===== config.mk =====
export PLATFORM = sky130hd
export DESIGN_NAME = permuted_base64_codec
export DESIGN_NICKNAME = d
export VERILOG_FILES = /design/src/hw/rtl/pb64_pkg.sv /design/src/hw/rtl/pb64_front.sv /design/src/hw/rtl/pb64_queue.sv /design/src/hw/rtl/pb64_back.sv /design/src/hw/rtl/permuted_base64_codec.sv
export SDC_FILE = /design/constraint.sdc
export NUM_CORES = 1
export LEC_CHECK = 0
export ABC_AREA = 1
export BUFFER_PORTS_ARGS = -buffer_cell sky130_fd_sc_hd__buf_4
export CORE_MARGIN = 10
export CORE_UTILIZATION = 35
export DETAILED_ROUTE_END_ITERATION = 10
export PLACE_DENSITY = 0.61
export SYNTH_ARGS = -nofsm -noshare
export SYNTH_HDL_FRONTEND = slang
export SYNTH_SLANG_ARGS = --single-unit

===== constraint.sdc =====
create_clock -name aclk -period 4.5 [get_ports aclk]
set_clock_uncertainty 0.15 [all_clocks]
set_input_delay 0.675 -clock aclk [delete_from_list [all_inputs] [get_ports aclk]]
set_output_delay 0.675 -clock aclk [all_outputs]
set_load 0.05 [all_outputs]

===== src/hw/rtl/pb64_pkg.sv =====
// Shared types, codes and alphabet mapping functions for the permuted base64 codec.
`default_nettype none
package pb64_pkg;

    localparam logic [7:0] PAD_SYM = 8'h3D;
    localparam logic [7:0] DIG_PAD = 8'h40;
    localparam logic [7:0] DIG_BAD = 8'hFF;

    localparam logic [1:0] JOB_ENC = 2'd0;
    localparam logic [1:0] JOB_DEC = 2'd1;
    localparam logic [1:0] JOB_ERR = 2'd2;

    typedef struct packed {
        logic [1:0]  kind;
        logic [23:0] bits;
        logic [1:0]  last_idx;
        logic [1:0]  enc_n;
        logic        eos;
    } job_t;

    function automatic logic [7:0] digit_to_sym(input logic [5:0] v);
        logic [7:0] w;
        w = {2'b00, v};
        if (v == 6'h07) begin
            return 8'h44;
        end else if (v == 6'h0E) begin
            return 8'h68;
        end else if (v == 6'h3B) begin
            return 8'h2F;
        end else if (v >= 6'h0B && v <= 6'h24) begin
            return w + 8'h36;
        end else if (v >= 6'h2F && v <= 6'h3D) begin
            return w + 8'h3D;
        end else if (v <= 6'h0A) begin
            return w + 8'h61;
        end else if (v >= 6'h25 && v <= 6'h2E) begin
            return w + 8'h0B;
        end else if (v == 6'h3E) begin
            return 8'h2B;
        end
        return 8'h78;
    endfunction

    function automatic logic [7:0] sym_to_digit(input logic [7:0] c);
        if (c == 8'h44) begin
            return 8'h07;
        end else if (c == 8'h68) begin
            return 8'h0E;
        end else if (c == 8'h78) begin
            return 8'h3F;
        end else if (c >= 8'h41 && c <= 8'h5A) begin
            return c - 8'h36;
        end else if (c >= 8'h61 && c <= 8'h6B) begin
            return c - 8'h61;
        end else if (c >= 8'h6C && c <= 8'h7A) begin
            return c - 8'h3D;
        end else if (c >= 8'h30 && c <= 8'h39) begin
            return c - 8'h0B;
        end else if (c == 8'h2B) begin
            return 8'h3E;
        end else if (c == 8'h2F) begin
            return 8'h3B;
        end else if (c == PAD_SYM) begin
            return DIG_PAD;
        end
        return DIG_BAD;
    endfunction

endpackage
`default_nettype wire


===== src/hw/rtl/pb64_front.sv =====
// Front end: accepts input items, collects groups and issues output jobs.
`default_nettype none
module pb64_front (
    input  wire logic          aclk,
    input  wire logic          aresetn,
    input  wire logic          cfg_valid,
    input  wire logic          cfg_wdata,
    input  wire logic          accept,
    input  wire logic [7:0]    data_in,
    input  wire logic          eos,
    output pb64_pkg::job_t     job,
    output logic               push
);
    import pb64_pkg::*;

    logic        direction_reg;
    logic [23:0] group_bits_reg, group_bits_next;
    logic [1:0]  group_fill_reg, group_fill_next;
    logic [1:0]  pad_marks_reg, pad_marks_next;
    logic        discarding_reg, discarding_next;

    logic [2:0]  enc_n;
    logic [23:0] enc_bits;
    logic [7:0]  dig;
    logic [23:0] dec_bits;
    logic        is_pad;
    logic        job_valid;

    always_comb begin
        group_bits_next = group_bits_reg;
        group_fill_next = group_fill_reg;
        pad_marks_next  = pad_marks_reg;
        discarding_next = discarding_reg;
        job_valid       = 1'b0;
        job             = '0;
        job.eos         = eos;

        enc_n    = {1'b0, group_fill_reg} + 3'd1;
        enc_bits = {group_bits_reg[15:0], data_in};
        dig      = sym_to_digit(data_in);
        dec_bits = {group_bits_reg[17:0], dig[5:0]};
        is_pad   = (dig == DIG_PAD);

        if (discarding_reg) begin
            if (eos) begin
                discarding_next = 1'b0;
                group_bits_next = '0;
                group_fill_next = '0;
                pad_marks_next  = '0;
            end
        end else if (!direction_reg) begin
            if (enc_n < 3'd3 && !eos) begin
                group_bits_next = enc_bits;
                group_fill_next = enc_n[1:0];
            end else begin
                job_valid       = 1'b1;
                job.kind        = JOB_ENC;
                job.last_idx    = 2'd3;
                job.enc_n       = enc_n[1:0];
                unique case (enc_n[1:0])
                    2'd1:    job.bits = {enc_bits[7:0], 16'h0000};
                    2'd2:    job.bits = {enc_bits[15:0], 8'h00};
                    default: job.bits = enc_bits;
                endcase
                group_bits_next = '0;
                group_fill_next = '0;
                pad_marks_next  = '0;
            end
        end else if (dig == DIG_BAD) begin
            job_valid       = 1'b1;
            job.kind        = JOB_ERR;
            group_bits_next = '0;
            group_fill_next = '0;
            pad_marks_next  = '0;
            discarding_next = !eos;
        end else if (group_fill_reg == 2'd3) begin
            job_valid = 1'b1;
            job.kind  = JOB_DEC;
            job.bits  = dec_bits;
            if (eos && pad_marks_reg[1]) begin
                job.last_idx = 2'd0;
            end else if (eos && is_pad) begin
                job.last_idx = 2'd1;
            end else begin
                job.last_idx = 2'd2;
            end
            group_bits_next = '0;
            group_fill_next = '0;
            pad_marks_next  = '0;
        end else if (eos) begin
            job_valid       = 1'b1;
            job.kind        = JOB_ERR;
            group_bits_next = '0;
            group_fill_next = '0;
            pad_marks_next  = '0;
        end else begin
            group_bits_next = dec_bits;
            group_fill_next = group_fill_reg + 2'd1;
            if (group_fill_reg == 2'd2) begin
                pad_marks_next = {is_pad, pad_marks_reg[0]};
            end
        end
    end

    assign push = accept && job_valid;

    always_ff @(posedge aclk) begin
        if (!aresetn) begin
            direction_reg  <= 1'b0;
            group_bits_reg <= '0;
            group_fill_reg <= '0;
            pad_marks_reg  <= '0;
            discarding_reg <= 1'b0;
        end else if (cfg_valid) begin
            direction_reg  <= cfg_wdata;
            group_bits_reg <= '0;
            group_fill_reg <= '0;
            pad_marks_reg  <= '0;
            discarding_reg <= 1'b0;
        end else if (accept) begin
            group_bits_reg <= group_bits_next;
            group_fill_reg <= group_fill_next;
            pad_marks_reg  <= pad_marks_next;
            discarding_reg <= discarding_next;
        end
    end

endmodule
`default_nettype wire


===== src/hw/rtl/pb64_queue.sv =====
// Two-entry job queue between the front end and the back end.
`default_nettype none
module pb64_queue (
    input  wire logic          aclk,
    input  wire logic          aresetn,
    input  wire logic          push,
    input  wire pb64_pkg::job_t push_job,
    input  wire logic          pop,
    output pb64_pkg::job_t     head_job,
    output logic               empty,
    output logic               full
);
    import pb64_pkg::*;

    job_t       mem [2];
    logic       wr_ptr_reg;
    logic       rd_ptr_reg;
    logic [1:0] count_reg;

    assign empty    = (count_reg == 2'd0);
    assign full     = (count_reg == 2'd2);
    assign head_job = mem[rd_ptr_reg];

    always_ff @(posedge aclk) begin
        if (push) begin
            mem[wr_ptr_reg] <= push_job;
        end
    end

    always_ff @(posedge aclk) begin
        if (!aresetn) begin
            wr_ptr_reg <= 1'b0;
            rd_ptr_reg <= 1'b0;
            count_reg  <= 2'd0;
        end else begin
            if (push) begin
                wr_ptr_reg <= !wr_ptr_reg;
            end
            if (pop) begin
                rd_ptr_reg <= !rd_ptr_reg;
            end
            if (push && !pop) begin
                count_reg <= count_reg + 2'd1;
            end else if (pop && !push) begin
                count_reg <= count_reg - 2'd1;
            end
        end
    end

endmodule
`default_nettype wire


===== src/hw/rtl/pb64_back.sv =====
// Back end: expands each job into result transfers through an output register.
`default_nettype none
module pb64_back (
    input  wire logic          aclk,
    input  wire logic          aresetn,
    input  wire pb64_pkg::job_t job,
    input  wire logic          job_valid,
    output logic               pop,
    output logic               m_tvalid,
    input  wire logic          m_tready,
    output logic [7:0]         m_tdata,
    output logic               m_tlast,
    output logic               m_tuser
);
    import pb64_pkg::*;

    logic [1:0] idx_reg;
    logic       valid_reg;
    logic [7:0] data_reg;
    logic       last_reg;
    logic       bad_reg;

    logic       load;
    logic [5:0] digit;
    logic [7:0] data_next;
    logic       last_next;
    logic       bad_next;

    assign load = job_valid && (!valid_reg || m_tready);
    assign pop  = load && (idx_reg == job.last_idx);

    always_comb begin
        unique case (idx_reg)
            2'd0:    digit = job.bits[23:18];
            2'd1:    digit = job.bits[17:12];
            2'd2:    digit = job.bits[11:6];
            default: digit = job.bits[5:0];
        endcase
        data_next = 8'h00;
        last_next = 1'b0;
        bad_next  = 1'b0;
        unique case (job.kind)
            JOB_ENC: begin
                data_next = (idx_reg > job.enc_n) ? PAD_SYM : digit_to_sym(digit);
                last_next = job.eos && (idx_reg == 2'd3);
            end
            JOB_DEC: begin
                unique case (idx_reg)
                    2'd0:    data_next = job.bits[23:16];
                    2'd1:    data_next = job.bits[15:8];
                    default: data_next = job.bits[7:0];
                endcase
                last_next = job.eos && (idx_reg == job.last_idx);
            end
            default: begin
                last_next = 1'b1;
                bad_next  = 1'b1;
            end
        endcase
    end

    always_ff @(posedge aclk) begin
        if (!aresetn) begin
            idx_reg   <= 2'd0;
            valid_reg <= 1'b0;
        end else begin
            if (load) begin
                valid_reg <= 1'b1;
                idx_reg   <= pop ? 2'd0 : idx_reg + 2'd1;
            end else if (m_tready) begin
                valid_reg <= 1'b0;
            end
        end
    end

    always_ff @(posedge aclk) begin
        if (load) begin
            data_reg <= data_next;
            last_reg <= last_next;
            bad_reg  <= bad_next;
        end
    end

    assign m_tvalid = valid_reg;
    assign m_tdata  = data_reg;
    assign m_tlast  = last_reg;
    assign m_tuser  = bad_reg;

endmodule
`default_nettype wire


===== src/hw/rtl/permuted_base64_codec.sv =====
// Top level of the permuted base64 codec.
// The codec encodes bytes into symbols of a permuted 64-symbol alphabet with '=' padding,
// or decodes such symbols back into bytes, as selected by the direction register
// (0 encode, 1 decode); the user must write it over the cfg channel only while the codec
// is idle; the codec does not enforce this. Input transfers are taken one per cycle
// while the two-entry job queue has room; each completed group becomes one job, and the
// back end drives one result transfer per cycle from its output register when not stalled.
// Encoding gives four results per three bytes, so the result port sets the sustained
// encode rate; decoding gives at most three results per four symbols and runs at one
// symbol per cycle without stalls. An unknown symbol, or a decode message that ends
// inside a group, yields one result with tuser set and the rest of the message is dropped.
`default_nettype none
module permuted_base64_codec (
    input  wire logic       aclk,
    input  wire logic       aresetn,
    input  wire logic       cfg_valid,
    output logic            cfg_ready,
    input  wire logic       cfg_wdata,     // direction
    input  wire logic       s_tvalid,
    output logic            s_tready,
    input  wire logic [7:0] s_tdata,       // data_in
    input  wire logic       s_tlast,       // end_of_stream
    output logic            m_tvalid,
    input  wire logic       m_tready,
    output logic [7:0]      m_tdata,       // data_out
    output logic            m_tlast,       // final_res
    output logic            m_tuser        // bad_symbol
);
    import pb64_pkg::*;

    job_t front_job;
    job_t head_job;
    logic push;
    logic pop;
    logic empty;
    logic full;
    logic accept;

    assign cfg_ready = 1'b1;
    assign s_tready  = !full;
    assign accept    = s_tvalid && s_tready;

    pb64_front u_front (
        .aclk      (aclk),
        .aresetn   (aresetn),
        .cfg_valid (cfg_valid),
        .cfg_wdata (cfg_wdata),
        .accept    (accept),
        .data_in   (s_tdata),
        .eos       (s_tlast),
        .job       (front_job),
        .push      (push)
    );

    pb64_queue u_queue (
        .aclk     (aclk),
        .aresetn  (aresetn),
        .push     (push),
        .push_job (front_job),
        .pop      (pop),
        .head_job (head_job),
        .empty    (empty),
        .full     (full)
    );

    pb64_back u_back (
        .aclk      (aclk),
        .aresetn   (aresetn),
        .job       (head_job),
        .job_valid (!empty),
        .pop       (pop),
        .m_tvalid  (m_tvalid),
        .m_tready  (m_tready),
        .m_tdata   (m_tdata),
        .m_tlast   (m_tlast),
        .m_tuser   (m_tuser)
    );

endmodule
`default_nettype wire


==> results.md, run 1 <==
- Status: finished, final reports clean
- DR vias: 6624
- Iter 0 DRT Violations: 495
- Minimum clock period after layout: 3.61 ns
- Net Sw Frac: 0.472
- Worst hold margin: 0.317 ns
- Max cap viols: 0
- Hold Path Depth: 2
- Total track usage: 0.141
- Mapped Nets: 1060
- GPL Wtd Cong: 0.926
- N_diodes: 0
- Aggregate global routing overflow: 0
- CTS tree: built
- Post-CTS resize count: 0
- Total power: 4810 µW
- Worst R2R End: u_back.m_tdata[3]
- Share of cells above drive strength 1: 0.127
- Port bufs: 26
- Logic pwr share: 0.570
- Critical path arrival: 3.64 ns
- Dominant synthesized flop cell: edfxtp_1
- Critical R2R Launch: u_back.idx_reg[0]
- Clock network power share: 0.170
- Layout area overhead: 10.0%
- Finish-stage setup viols: 0
- Worst reg2reg setup slack: 0.90 ns
- Unrepaired setup endpoints after global routing: no
- Cell Area, Synth: 7360 µm²
- Clk buf depth: 2
- Register area share after synthesis: 0.378
- Worst hold start: u_front.group_bits_reg[0]
- # IOs: 28
- Worst hold path endpoint: u_front.group_bits_reg[0]
- Hpwl dp: 14500 µm
- Post-synth ARST share: 0
- Synth top area share: 0.294
- Worst-Margin Slew: 0.699 ns
- Avg Cell Area, Syn: 7.24 µm²
- Fin crit share: 0.803
- Die Span Y: 165 µm
- Post-Route Utilization: 0.395
- Clk root buf: clkbuf_16
- Leak Pwr: 0.00348 µW
- Sw power: 2270 µW
- CTS Hold Buffers Added: 0
- # nets final: 1073
- Core Rows: 52
- CP Class: primary input to flop
- Req. time, crit path: 4.53 ns
- Area contributors post-synth: edfxtp_1 29%, nand2_1 14%, dfxtp_1 8.4%
- Gate Count Post-Synth: 1017
- First-pass GRT wire length: 31100 µm
- Maximum clock frequency: 0.277 GHz
- Worst vdd ir: 251 µV
- Post-route setup slack: 0.888 ns
- Fin. max-slew vios: 0
- Starting Density: 0.359
- Setup TNS: 0 ns
- Relative slew margins: 0.534
- Max reg flops: 62
- Post-synth EDFFs: 72
- Core Area: 20500 µm²
- Vias per cell: 5.08
- Int Power: 2540 µW
- DRC: 0
- Number of post-CTS setup repair buffers: 0
- Number of synthesized register bits: 103
- Post-synth cell types: 48
- Antenna violations before repair: 0
- Worst Path Max Fanout: 23
- Final ANT Viol Nets: 0
- R2R depth: 22
- Hold Vio Cnt, Final: 0
- Crit path launch type: primary input
- Routed length per placed instance: 14.9 µm
- Final Routed Wirelength: 19400 µm
- Die X: 165 µm
- Largest net degree at the start of global routing: 32
- Cts bufs inserted: 9
- Top cell type by total area after synthesis: edfxtp_1
- Max H-tree Level: 3
- First-pass DRT Iterations: 7
- Setup WS pre-CTS: 0.562 ns
- Hold Path Class: flop to flop
- Sequential Power Share: 0.260
- Worst setup EP type: flop
- Die area: 27200 µm²
- Worst-Skew Late Latency: 0.35 ns
- Clock Sinks: 103
- Clock slew at reported path FFs: 0.06 ns
- PwrDens: 594 nW/µm²
- Fillers: 2124
- Yosys synthesis warning count: 0
- Number of global-route vias before repair: 5989
per-stage QoR:
step	instances	instance area, µm²
after global placement	1289	7780
final	1305	8100
after detailed placement	1289	7780
after floorplan	1017	7360
after global routing	1305	8100
after CTS	1305	8100
synth_stat cells (3+ instances only):
| cell | number |
|---|---|
| or2_2 | 4 |
| buf_4 | 7 |
| o21ai_0 | 35 |
| o22ai_2 | 9 |
| a21oi_1 | 58 |
| a31oi_1 | 3 |
| nand3_1 | 101 |
| nand3_2 | 4 |
| inv_1 | 120 |
| nand2_2 | 13 |
| ha_1 | 28 |
| edfxtp_1 | 72 |
| o21ai_2 | 3 |
| nand2_1 | 275 |
| nor3_1 | 16 |
| inv_2 | 16 |
| nand3b_1 | 3 |
| buf_2 | 5 |
| nor2_1 | 82 |
| o22ai_1 | 20 |
| xor2_1 | 15 |
| clkinv_1 | 5 |
| o21ai_1 | 11 |
| dfxtp_1 | 31 |
| o211ai_1 | 3 |
| clkbuf_1 | 18 |
| nor2_2 | 17 |
| buf_6 | 4 |
| mux2i_1 | 4 |
| nand4_1 | 10 |
| nor2_4 | 5 |
cell usage in the layout, fill, tap and decap left out, drive strengths merged, types with 4 or more instances in the layout:
cell type / n
a21oi: 58
buf: 37
clkbuf: 10
clkinv: 7
dfxtp: 31
edfxtp: 72
ha: 28
inv: 137
mux2i: 4
nand2: 289
nand3: 105
nand4: 11
nor2: 105
nor3: 17
o21ai: 49
o21bai: 5
o22ai: 29
or2: 5
xor2: 15
cell type report:
type                            instances  area [µm²]  area share
Multi-Input combinational cell        737        3850       0.476
Sequential cell                       103        2780       0.344
Inverter                              142         536      0.0661
Tap cell                              270         338      0.0417
Timing Repair Buffer                   37         278      0.0343
Clock buffer                           10         229      0.0283
Clock inverter                          6        85.1      0.0105
worst max-delay path by stage:
stage                       from                 end  slack (ns)
2_1_floorplan         s_tdata[1]   u_queue.mem[0][0]        0.28
3_3_place_gp          s_tdata[1]   u_queue.mem[0][6]        0.66
5_1_grt               s_tdata[1]   u_queue.mem[0][9]        0.56
3_5_place_dp          s_tdata[1]  u_queue.mem[1][10]        0.56
4_1_cts        u_back.idx_reg[0]   u_back.m_tdata[3]        0.90
6_report              s_tdata[1]  u_queue.mem[1][10]        0.89
power groups by stage:
stage	registers, µW	clock network (µW)	logic (µW)
6_report	1250	817	2740
5_1_grt	1260	868	3090
4_1_cts	1250	835	2740
3_5_place_dp	1270	0	2730
3_3_place_gp	1270	0	2730
2_1_floorplan	1440	0	1930
critical path, cell delays in order:
cell,delay [ns]
buf_4,0.14
inv_1,0.32
ha_1,0.28
inv_1,0.06
nor2_2,0.16
nand3_1,0.12
nor2_2,0.17
nor2_4,0.07
nand2_2,0.08
nand2_2,0.07
o21ai_1,0.14
nand3_2,0.13
nand4_4,0.09
buf_4,0.26
nand2_2,0.11
nor2_4,0.25
nand2_2,0.28
o22ai_1,0.24
cells by family (layout without fill, tap and decap cells):
| family | after synthesis | count (layout) | share of synthesized area |
|---|---|---|---|
| adders and majority gates | 28 | 28 | 0.0476 |
| and+or+nand+nor | 536 | 536 | 0.325 |
| other | 1 | 1 | 0.000509 |
| AOI/OAI and AO/OA | 152 | 152 | 0.125 |
| muxes | 4 | 4 | 0.00544 |
| DFF | 103 | 103 | 0.378 |
| buffers and inverters | 177 | 195 | 0.0991 |
| xor gates and xnor gates | 16 | 16 | 0.0190 |
layer usage:
layer,vias up,global-route usage,part of all wire
met4,0,0.0431,0.023
met2,187,0.229,0.46
met5,-,0,0
li1,3352,-,-
met3,41,0.0232,0.049
met1,3044,0.188,0.47
Power figures use the tool's default switching activity.
==> run 2: changes to the inputs <==
==> constraint.sdc (replaced) <==
create_clock -name aclk -period 3.4 [get_ports aclk]
set_clock_uncertainty 0.15 [all_clocks]
set_input_delay 0.51 -clock aclk [delete_from_list [all_inputs] [get_ports aclk]]
set_output_delay 0.51 -clock aclk [all_outputs]
set_load 0.05 [all_outputs]
==> run 2 against run 1 <==
Sequential cell count unchanged. Critical path type is now flop to flop. Setup slack got worse by 0.64 ns. Core utilization up 0.98 points. Clock-buffer cell count is 1 higher. Global-route usage increased by 0.34 points.
==> results.md, run 2 (synthesis gave the netlist of run 1 again) <==
- Fin. max-slew vios: 0
- Relative slew margins: 0.550
- Critical path arrival: 3.11 ns
- Dpl cells: 1316
- Most frequent CP cell: nand2_1
- Area after DPL: 8030 µm²
- # IOs: 28
- Status: finished, final reports clean
- Worst setup EP type: flop
- Worst-Margin Slew: 0.674 ns
- PwrDens: 769 nW/µm²
- CTS tree: built
- Aggregate global routing overflow: 0
- Critical-path cell list: buf_12, or2_2, o21ai_1, nand2_1, o21ai_2, inv_1, ha_1, buf_4, nand3_1, nand2_1, nor2_1, nand3_1, nor2_2, nor2_1, nand2_1, nand2_1, nand2_1, nand2_1
- Max reg flops: 62
- Req. time, crit path: 3.35 ns
- Share of cells above drive strength 1: 0.150
- Leak Pwr: 0.00359 µW
- Worst vdd ir: 333 µV
- GPL Wtd Cong: 0.924
- Final Routed Wirelength: 19600 µm
- Iter 0 DRT Violations: 583
- N_diodes: 0
- Clock slew at reported path FFs: 0.07 ns
- Worst Path Max Fanout: 20
- CP max-delay cell: dfxtp_1
- Final ANT Viol Nets: 0
- Worst hold start: cfg_wdata
- Hpwl dp: 14900 µm
- Starting Density: 0.359
- Largest stage delay, worst path: 0.35 ns
- Worst path depth: 18
- Cts bufs inserted: 9
- Setup TNS: 0 ns
- Die X: 165 µm
- First-pass GRT wire length: 31900 µm
- Maximum clock frequency: 0.317 GHz
- Finish-stage setup viols: 0
- Post-Layout Cell Count: 1332
- # nets final: 1100
- Hold Path Class: primary input to flop
- Hold Path Depth: 3
- Max cap viols: 0
- Clk root buf: clkbuf_16
- Total track usage: 0.145
- Antenna violations before repair: 0
- Unrepaired setup endpoints after global routing: no
- First-pass DRT Iterations: 5
- Largest net degree at the start of global routing: 32
- CTS Hold Buffers Added: 0
- Port bufs: 26
- Most frequent cells in the layout: 275 x nand2_1, 120 x inv_1, 101 x nand3_1
- Crit-path leading delay family: simple AND/OR/NAND/NOR gates
- Core Area: 20500 µm²
- Worst-Skew Late Latency: 0.36 ns
- Fin crit share: 0.927
- Clock Sinks: 103
- CP Buf/Inv Count: 3
- Max H-tree Level: 3
- Layout area overhead: 12.8%
- Total power: 6380 µW
- Die Span Y: 165 µm
- DRC: 0
- DR vias: 6595
- Post-Route Utilization: 0.405
- Hold Vio Cnt, Final: 0
- Fillers: 2116
- Die area: 27200 µm²
- Routed length per placed instance: 14.7 µm
- Clk buf depth: 2
- Core Rows: 52
- Number of global-route vias before repair: 6166
- Minimum clock period after layout: 3.15 ns
- Most common cell after layout, fill and taps aside: nand2_1
- R2R depth: 18
- Design Area, Final: 8300 µm²
- Vias per cell: 4.95
- Crit path launch type: flop
- CP Class: flop to flop
-- run 2: tightest hold or removal path: cells and delay by family --
kind,cells,cell delay [ns]
AND/OR/NAND/NOR,1,0.07
buffers and inverters,1,0.08
AO/OA/AOI/OAI,1,0.05
-- run 2: cell type report --
cell class,count,area [µm²],area share
Clock inverter,5,35.0,0.00422
Sequential cell,103,2780,0.335
Inverter,142,536,0.0645
Tap cell,270,338,0.0407
Clock buffer,11,233,0.0280
Timing Repair Buffer,64,518,0.0624
Multi-Input combinational cell,737,3860,0.465
-- run 2: power breakdown --
group          switching (µW)  internal (µW)
Combinational            2530           1260
Clock                     451            494
Sequential               61.9           1580
Total                    3050           3340
-- run 2: worst paths after layout --
| check | slack [ns] | endpoint |
|---|---|---|
| worst min register to register | 0.32 | u_front.group_bits_reg[16] |
| worst max-delay path | 0.25 | u_back.m_tdata[0] |
| worst max register to register | 0.25 | u_back.m_tdata[0] |
| worst min-delay path | 0.22 | u_front.direction_reg |
-- run 2: timing repair --
action	4_1_cts	5_1_grt
setup endpoints to repair	0	4
gates resized for setup	0	2
buffers inserted	0	0
-- run 2: metrics by stage --
step	worst slack [ns]	hold slack, ns
floorplan	0.0545	0.295
detailed placement	0.0354	0.311
CTS	0.184	0.220
global placement	0.105	0.306
finish	0.247	0.223
global route	0.00400	0.277
-- run 2: layer usage --
layer | share of wire | vias to the layer above | GRT usage
met5 | 0 | - | 0
met4 | 0.027 | 0 | 0.0471
met3 | 0.049 | 35 | 0.0321
met2 | 0.46 | 198 | 0.235
met1 | 0.46 | 2951 | 0.186
li1 | - | 3411 | -
==> run 3: changes to the inputs <==
--- a/config.mk
+++ b/config.mk
@@ -7,9 +7,11 @@
 export LEC_CHECK = 0
 export ABC_AREA = 1
 export BUFFER_PORTS_ARGS = -buffer_cell sky130_fd_sc_hd__buf_4
+export CAP_MARGIN = 20
 export CORE_MARGIN = 10
 export CORE_UTILIZATION = 35
 export DETAILED_ROUTE_END_ITERATION = 10
+export MAX_ROUTING_LAYER = met4
 export PLACE_DENSITY = 0.61
 export SYNTH_ARGS = -nofsm -noshare
 export SYNTH_HDL_FRONTEND = slang
==> constraint.sdc (replaced) <==
create_clock -name aclk -period 3.4 [get_ports aclk]
set_clock_uncertainty 0.15 [all_clocks]
set_input_delay 0.17 -clock aclk [delete_from_list [all_inputs] [get_ports aclk]]
set_output_delay 0.17 -clock aclk [all_outputs]
set_load 0.05 [all_outputs]
==> run 3 against run 2 <==
Sequential share of layout area increased by 0.12 points. First-iteration DRC count increased by 13%. Combinational power shrank 1%. Maximum frequency is 0.96% higher. Routed wire length is 1.8% higher.
==> results.md, run 3 (synthesis gave the netlist of run 1 again) <==
- Clk buf depth: 2
- CTS tree: built
- GPL Wtd Cong: 0.948
- Post-Route Utilization: 0.404
- PwrDens: 772 nW/µm²
- Max H-tree Level: 3
- Fin. max-slew vios: 0
- Worst vdd ir: 309 µV
- Post-route setup slack: 0.277 ns
- Worst Path Max Fanout: 9
- First-pass DRT Iterations: 6
- Final ANT Viol Nets: 0
- Die area: 27200 µm²
- Cts bufs inserted: 9
- Worst-Skew Late Latency: 0.35 ns
- Clock network power share: 0.153
- Max cap viols: 0
- Minimum clock period after layout: 3.12 ns
- R2R depth: 20
- Fin crit share: 0.918
- # IOs: 28
- First-pass GRT wire length: 32600 µm
- Clk root buf: clkbuf_16
- Leak Pwr: 0.00357 µW
- Most common cell after layout, fill and taps aside: nand2_1
- Worst setup EP type: flop
- Int Power: 3320 µW
- Setup TNS: 0 ns
- Fillers: 2186
- Logic pwr share: 0.588
- Layout area overhead: 12.4%
- DR vias: 6648
- Sequential Power Share: 0.259
- Die X: 165 µm
- Number of global-route vias before repair: 6209
- Die Span Y: 165 µm
- Core Rows: 52
- Share of cells above drive strength 1: 0.141
- Max reg flops: 62
- Status: finished, final reports clean
- Number of post-CTS setup repair buffers: 0
- Final Routed Wirelength: 19900 µm
- N_diodes: 0
- DRC: 0
- Setup WS pre-CTS: 0.206 ns
- # nets final: 1093
- Largest net degree at the start of global routing: 32
- Iter 0 DRT Violations: 658
- Req. time, crit path: 3.34 ns
- Hold Path Depth: 1
- Aggregate global routing overflow: 0
- Starting Density: 0.359
- Maximum clock frequency: 0.320 GHz
- Port bufs: 26
- Sw power: 3070 µW
- Net Sw Frac: 0.480
- Finish-stage setup viols: 0
- CP Class: flop to flop
- Total track usage: 0.152
- Unrepaired setup endpoints after global routing: no
- Critical path arrival: 3.06 ns
- Most frequent cells in the layout: 275 x nand2_1, 120 x inv_1, 101 x nand3_1
- Crit path launch type: flop
- Hold Path Class: primary input to flop
- Vias per cell: 5.02
- Hpwl dp: 15000 µm
- Relative slew margins: 0.544
- Worst-Margin Slew: 0.683 ns
- Routed length per placed instance: 15.0 µm
- Antenna violations before repair: 0
- Core Area: 20500 µm²
- Hold Vio Cnt, Final: 0
- Clock slew at reported path FFs: 0.07 ns
- Clock Sinks: 103
-- run 3: repair_timing --
| action | 4_1_cts | 5_1_grt |
|---|---|---|
| gates resized for setup | 0 | 2 |
| endpoints found under the hold margin | 7 | 0 |
| setup endpoints to repair | 0 | 4 |
| hold buffers | 5 | 0 |
-- run 3: worst max-delay path, stage by stage, from the launching register on --
cell	delay (ns)
dfxtp_1	0.45
inv_1	0.11
ha_1	0.26
buf_4	0.19
a21oi_1	0.14
nand2_1	0.15
nand2_2	0.12
inv_2	0.07
ha_1	0.22
inv_1	0.10
nor2_1	0.05
nand3_1	0.09
nand2_1	0.09
nand2_1	0.15
nand2_1	0.10
nor2_2	0.15
nor2_1	0.07
nand2_1	0.05
nand2_1	0.04
nand2_1	0.05
nand2_1	0.04
-- run 3: power groups by stage --
| stage | Combinational (µW) | Sequential (µW) | Clock, µW |
|---|---|---|---|
| finish | 3750 | 1660 | 979 |
| floorplan | 2560 | 1900 | 0 |
| global placement | 3770 | 1680 | 0 |
| detailed placement | 3730 | 1680 | 0 |
| global route | 4210 | 1670 | 1060 |
| CTS | 3750 | 1660 | 1010 |
-- run 3: area by class of cell --
cell class / count / area [µm²] / area share
Timing Repair Buffer: 57 / 478 / 0.0578
Clock buffer: 10 / 229 / 0.0277
Tap cell: 270 / 338 / 0.0408
Inverter: 142 / 536 / 0.0647
Multi-Input combinational cell: 737 / 3860 / 0.466
Sequential cell: 103 / 2780 / 0.336
Clock inverter: 6 / 52.6 / 0.00635
-- run 3: final timing paths --
path | slack, ns | start | to
min reg2reg | 0.32 | u_front.group_bits_reg[16] | u_front.group_bits_reg[16]
max reg2reg | 0.28 | u_back.idx_reg[1] | u_back.m_tdata[0]
max | 0.28 | u_back.idx_reg[1] | u_back.m_tdata[0]
min | 0.04 | s_tlast | u_queue.mem[0][0]
-- run 3: metrics by stage --
step	area, µm²	hold slack, ns	std cells	power (µW)
3_5_place_dp	7940	0.257	1304	5420
2_1_floorplan	7360	0.119	1017	4460
4_1_cts	8270	0.0273	1325	6410
5_1_grt	8270	0.0317	1325	6950
3_3_place_gp	7940	0.246	1304	5450
6_report	8270	0.0391	1325	6390
-- run 3: layer usage --
layer / track usage / share of wire / vias up / wire length (µm)
met5: - / 0 / - / 0
met4: 0.0229 / 0.0090 / 0 / 180
met3: 0.0261 / 0.048 / 20 / 965
met2: 0.241 / 0.47 / 188 / 9340
met1: 0.204 / 0.47 / 3046 / 9420
li1: - / - / 3394 / -
